--- src/rtl/core/bucketed_priority_queue_top_assert.svh ---
// Assertion macros for the bucketed priority queue.
// When SYNTHESIS is defined, every macro expands to nothing.
`ifndef BUCKETED_PRIORITY_QUEUE_TOP_ASSERT_SVH
`define BUCKETED_PRIORITY_QUEUE_TOP_ASSERT_SVH

`ifndef SYNTHESIS

// Clocked check that is switched off while reset is high
`define BPQ_ASSERT(label, clk, rst, prop) \
  label: assert property (@(posedge clk) disable iff (rst) prop) \
    else $error("bpq: assertion failed");

// Clocked check that also holds during reset
`define BPQ_ASSERT_ALWAYS(label, clk, prop) \
  label: assert property (@(posedge clk) prop) \
    else $error("bpq: assertion failed");

`else

`define BPQ_ASSERT(label, clk, rst, prop)
`define BPQ_ASSERT_ALWAYS(label, clk, prop)

`endif

`endif

--- src/rtl/core/bpq_pkg.sv ---
`timescale 1ns / 1ps

package bpq_pkg;

  // Default sizes
  localparam int DEF_CAPACITY   = 256;
  localparam int DEF_LEVELS     = 16;
  localparam int DEF_ELEM_WIDTH = 32;

  // Status field
  localparam int STATUS_W = 2;
  localparam logic [STATUS_W-1:0] STS_OK       = 2'd0;
  localparam logic [STATUS_W-1:0] STS_BAD_PRIO = 2'd1;
  localparam logic [STATUS_W-1:0] STS_EMPTY    = 2'd2;
  localparam logic [STATUS_W-1:0] STS_FULL     = 2'd3;

  // Operation codes
  localparam logic OP_ENQ = 1'b0;
  localparam logic OP_DEQ = 1'b1;

  // Shift control broadcast to every cell
  typedef struct packed {
    logic enq;  // insert new element, cells behind it move one place back
    logic deq;  // drop the front cell, all cells move one place forward
  } cell_ctrl_t;

endpackage

--- src/rtl/core/bpq_cell.sv ---
`timescale 1ns / 1ps

// One place of the sorted element row. The row is ordered by priority,
// and arrival order within one level; the front cell holds the head.
module bpq_cell #(
  parameter int PRIO_W = 4,
  parameter int ELEM_W = 32
) (
  input  logic               clk,
  input  logic               rst,
  input  bpq_pkg::cell_ctrl_t ctrl,
  input  logic [PRIO_W-1:0]  new_prio,
  input  logic [ELEM_W-1:0]  new_value,
  input  logic               left_valid,
  input  logic [PRIO_W-1:0]  left_prio,
  input  logic [ELEM_W-1:0]  left_value,
  input  logic               right_valid,
  input  logic [PRIO_W-1:0]  right_prio,
  input  logic [ELEM_W-1:0]  right_value,
  output logic               valid,
  output logic [PRIO_W-1:0]  prio,
  output logic [ELEM_W-1:0]  value
);
  import bpq_pkg::*;

  logic left_le;  // neighbor in front stays ahead of the new element
  logic self_gt;  // this cell must move back (or is free)

  // Insertion point: first cell whose content is less urgent or empty
  always_comb begin
    left_le = left_valid && (left_prio <= new_prio);
    self_gt = !valid || (prio > new_prio);
  end

  // Occupancy
  always_ff @(posedge clk) begin
    if (rst) begin
      valid <= 1'b0;
    end else if (ctrl.deq) begin
      valid <= right_valid;
    end else if (ctrl.enq && self_gt) begin
      valid <= left_le ? 1'b1 : left_valid;
    end
  end

  // Payload
  always_ff @(posedge clk) begin
    if (ctrl.deq) begin
      prio  <= right_prio;
      value <= right_value;
    end else if (ctrl.enq && self_gt) begin
      if (left_le) begin
        prio  <= new_prio;
        value <= new_value;
      end else begin
        prio  <= left_prio;
        value <= left_value;
      end
    end
  end

endmodule

--- config.mk ---
export PLATFORM = sky130hd
export DESIGN_NAME = bpq_cell
export DESIGN_NICKNAME = d
export VERILOG_FILES = /design/src/rtl/core/bucketed_priority_queue_top_assert.svh /design/src/rtl/core/bpq_pkg.sv /design/src/rtl/core/bpq_cell.sv
export SDC_FILE = /design/constraint.sdc
export NUM_CORES = 1
export LEC_CHECK = 0
export BUFFER_PORTS_ARGS = -buffer_cell sky130_fd_sc_hd__buf_2
export CORE_ASPECT_RATIO = 0.75
export CORE_MARGIN = 5
export CORE_UTILIZATION = 45
export DETAILED_ROUTE_END_ITERATION = 6
export PLACE_DENSITY_LB_ADDON = 0.2
export SYNTH_ARGS = -nofsm -noshare
export SYNTH_HDL_FRONTEND = slang
export SYNTH_SLANG_ARGS = --single-unit
export TNS_END_PERCENT = 5
--- constraint.sdc ---
create_clock -name clk -period 11.4 [get_ports clk]
set_input_delay 3.42 -clock clk [delete_from_list [all_inputs] [get_ports clk]]
set_output_delay 3.42 -clock clk [all_outputs]
set_load 0.1 [all_outputs]
==> results.txt <==
The effective utilization at floorplan came out at 0.4627. Entering global routing, the biggest net connects 40 pins. The number of buffers inserted by hold repair at cts is 0. The peak fanout along the critical path is 36. The Yosys step of the flow raised 0 warnings. The cell area after synthesis is 2267 sq um. The register bit count reported by yosys came out at 37. The commonest cells after synthesis are 36 x sky130_fd_sc_hd__a2bb2oi_1, 36 x sky130_fd_sc_hd__a31oi_1, 36 x sky130_fd_sc_hd__edfxtp_1. The max-slew violation count came out at 0. The slew of the pin with the lowest slew margin is 1.275 ns. In the finished design, the share of the clock period the worst path needs comes to 0.4616. The area fraction of the dominant cell type after synthesis came out at 0.4768. The clock tree from TritonCTS is yes.

Clock-pin slew was measured on the worst setup and hold paths at 0.08 ns. The synthesis-to-finish area growth is 35.15%. In this run the vertical extent of the chip is 71.47 microns. Clock tree synthesis selected as its root buffer the cell sky130_fd_sc_hd__clkbuf_8. Clock skew on the completed layout was measured at 0.008716 ns. Hold is met by 0.6929 ns. The leakage dissipation came out at 1.369 nW.

The average wire per standard cell came out at 18.27 microns. The repair_antennas step left the layout with diodes totalling 0. At the end of routability-driven placement, the weighted congestion stood at 0.8032. In the synthesized netlist the async set-or-reset flop fraction comes to 0. Yosys attributes the largest share of cell area to sky130_fd_sc_hd__edfxtp_1 48%, sky130_fd_sc_hd__a2bb2oi_1 14%, sky130_fd_sc_hd__a31oi_1 9.9%. The share of final-layout standard cells stronger than drive strength 1 came out at 0.4809. Setup repair after global routing left no endpoint under its margin. Once placement finished, the instance area stood at 2958 sq um. The global-route wire length before repair came out at 11520 microns.

The final worst setup slack came out at 6.138 ns. The post-layout minimum cycle time is 5.262 ns. The half-perimeter wire length after detailed placement came out at 5098 microns.

The total negative slack for setup checks is 0 ns. Setup violations remaining at the end of the flow were counted as 0. The count of unresolved DRC violations after routing came out at 0. The worst register-to-register path begins at prio[2]. The capture point of the critical path is value[20]. The CTS H-tree depth came out at 2. The worst register-to-register path ends at value[19]. The detailed-route vias per instance came out at 5.800. The path length in cells of the critical path is 7. The critical path class is in -> reg. The buffer depth of the longest clock path is 2. Buffers inserted during clock tree synthesis total 5.

Counting every instance in the synthesized netlist gives 203. The tightest min-delay check is of the reg -> reg type. The post-route cell area is 3064 sq um. After clock tree synthesis, the setup repair step added 0 buffers. The worst reg-to-reg path cell count is 5. The largest total area in the synthesized netlist belongs to sky130_fd_sc_hd__edfxtp_1. The core footprint is 4900 sq um. The post-cts sizing count is 0. Buffers placed on the I/O ports in this run total 150. The highest cell delay on the worst timing path came out at 0.96 ns.

After filler insertion, the fill cell instance count of the layout stands at 436. Before CTS, the worst setup slack after placement is 5.843 ns. The data arrival time at the worst-slack endpoint came out at 5.38 ns. The width of the die came out at 91.96 microns. The setup check on the worst reg-to-reg path leaves a slack of 9.04 ns.

The total overflow left after global routing is 0. After synthesis, the mean cell area works out to 11.17 sq um. The I/O pin count came out at 151. Walking the worst path, the cells encountered are buf_2 > inv_1 > ha_1 > nand3_2 > or2_1 > a31oi_1 > a2bb2oi_1. The area enclosed by the die boundary is 6572 sq um. For this block, the via count after detailed routing is 2326. In this run the power density over the cells is 165.3 nW/um^2. The number of core rows is 22. The kind of cell with the highest combined delay along the critical path is simple AND/OR/NAND/NOR gates. The number of sinks on the clock net came out at 37. Across the run, the number of max-cap violations was 0.

The buffer and inverter count on the worst path is 2. The post-synth net total is 325. The peak clock frequency supported by timing is 190.0 MHz.

The number of nets with antenna violations after routing came out at 0. For this run, the total global-route usage over all layers was measured as 0.2164. The number of global-route vias before repair came out at 2287. The detailed router's first-iteration violation count is 112. The later-pin clock latency in the skew report is 0.28 ns. The number of synthesized flops with an enable pin came out at 36.

The final number of hold-violating endpoints is 0. The run finished with clean final reports. The highest ir drop seen on vdd came out at 67.61 uV. The worst endpoint required time came out at 11.52 ns. The cell at the slowest stage of the critical path is sky130_fd_sc_hd__or2_1.

The number of antenna violations at the first check in global routing was 0. The length of the first detailed-routing pass in iterations is 4. STA classifies the critical path startpoint as an input pin. The relative max-transition margin is 0.1497. The most used flip-flop cell after synthesis is sky130_fd_sc_hd__edfxtp_1.

The source of the critical timing path is new_prio[3]. The worst setup path is captured at a flop. The sequential-to-total area share from yosys stat is 0.4857. The unique cell type count in the Yosys netlist came out at 31. Summed over all layers, the routed wires come to 7325 microns.

The final-stage net count is 462.
-- flip-flops by register name, indices dropped and copies added, names as in the netlist --
signal and count:
prio 4, valid 1, value 32
-- cell type report --
cell class	count	area [sq um]	area share
sequential	37	1101	0.3593
multi-input combinational	137	997.2	0.3254
timing repair buffer	150	750.7	0.2450
tap	60	75.07	0.02450
clock buffer	6	72.57	0.02368
clock inverter	2	33.78	0.01102
inverter	9	33.78	0.01102
-- metrics by stage --
step                power (W)  cells    util
finish              0.0005065    401  0.6254
CTS                 0.0005091    401  0.6254
floorplan           0.0003548    203       -
detailed placement  0.0003981    393  0.6037
global placement    0.0003971    393  0.6037
global route        0.0005262    401  0.6254
-- worst min-delay path by stage --
| stage | startpoint | to | slack (ns) | depth (start not counted) |
|---|---|---|---|---|
| final | valid | valid | 0.69 | 2 |
| after global routing | valid | valid | 0.72 | 2 |
| after CTS | valid | valid | 0.69 | 2 |
| after detailed placement | valid | valid | 0.68 | 2 |
| after global placement | valid | valid | 0.68 | 2 |
| after floorplan | valid | valid | 1.15 | 3 |
-- where the power goes --
| part | leakage, nW | total [W] | internal [W] | switching [W] |
|---|---|---|---|---|
| Combinational | 0.947 | 0.000219 | 0.0000462 | 0.000172 |
| Sequential | 0.369 | 0.000176 | 0.000172 | 0.00000468 |
| Clock | 0.0528 | 0.000112 | 0.0000646 | 0.0000470 |
| Total | 1.37 | 0.000507 | 0.000282 | 0.000224 |
-- per-layer routing --
layer | share of wire | GRT usage | vias up | wire length (microns)
li1 | - | - | 1105 | -
met1 | 0.42 | 0.2849 | 1105 | 3108
met2 | 0.48 | 0.3576 | 109 | 3528
met3 | 0.086 | 0.06086 | 7 | 631
met4 | 0.0076 | 0.04942 | 0 | 56
met5 | 0 | 0 | - | 0
-- tightest hold or removal path: cells and delay by family (launching register included) --
kind / cells / cell delay [ns]
AOI/OAI and AO/OA: 2 / 0.31
DFF: 1 / 0.35
-- logic make-up after synthesis --
family / synth area share
simple gates: 0.03367
compound gates: 0.3571
fa+ha+maj: 0.04415
flops: 0.4857
buf+inv: 0.07946
-- placed cells by master (no fill, tap or decap), types with 2 or more instances in the layout --
cell type / instances
sky130_fd_sc_hd__a21oi_1: 2
sky130_fd_sc_hd__a2bb2oi_1: 36
sky130_fd_sc_hd__buf_2: 150
sky130_fd_sc_hd__o21ai_1: 5
sky130_fd_sc_hd__a31oi_1: 36
sky130_fd_sc_hd__ha_1: 8
sky130_fd_sc_hd__inv_1: 8
sky130_fd_sc_hd__clkbuf_8: 5
sky130_fd_sc_hd__o21ai_0: 32
sky130_fd_sc_hd__nand2_1: 2
sky130_fd_sc_hd__nor2_1: 2
sky130_fd_sc_hd__edfxtp_1: 36
No activity file was read; power rests on OpenSTA's default activity.
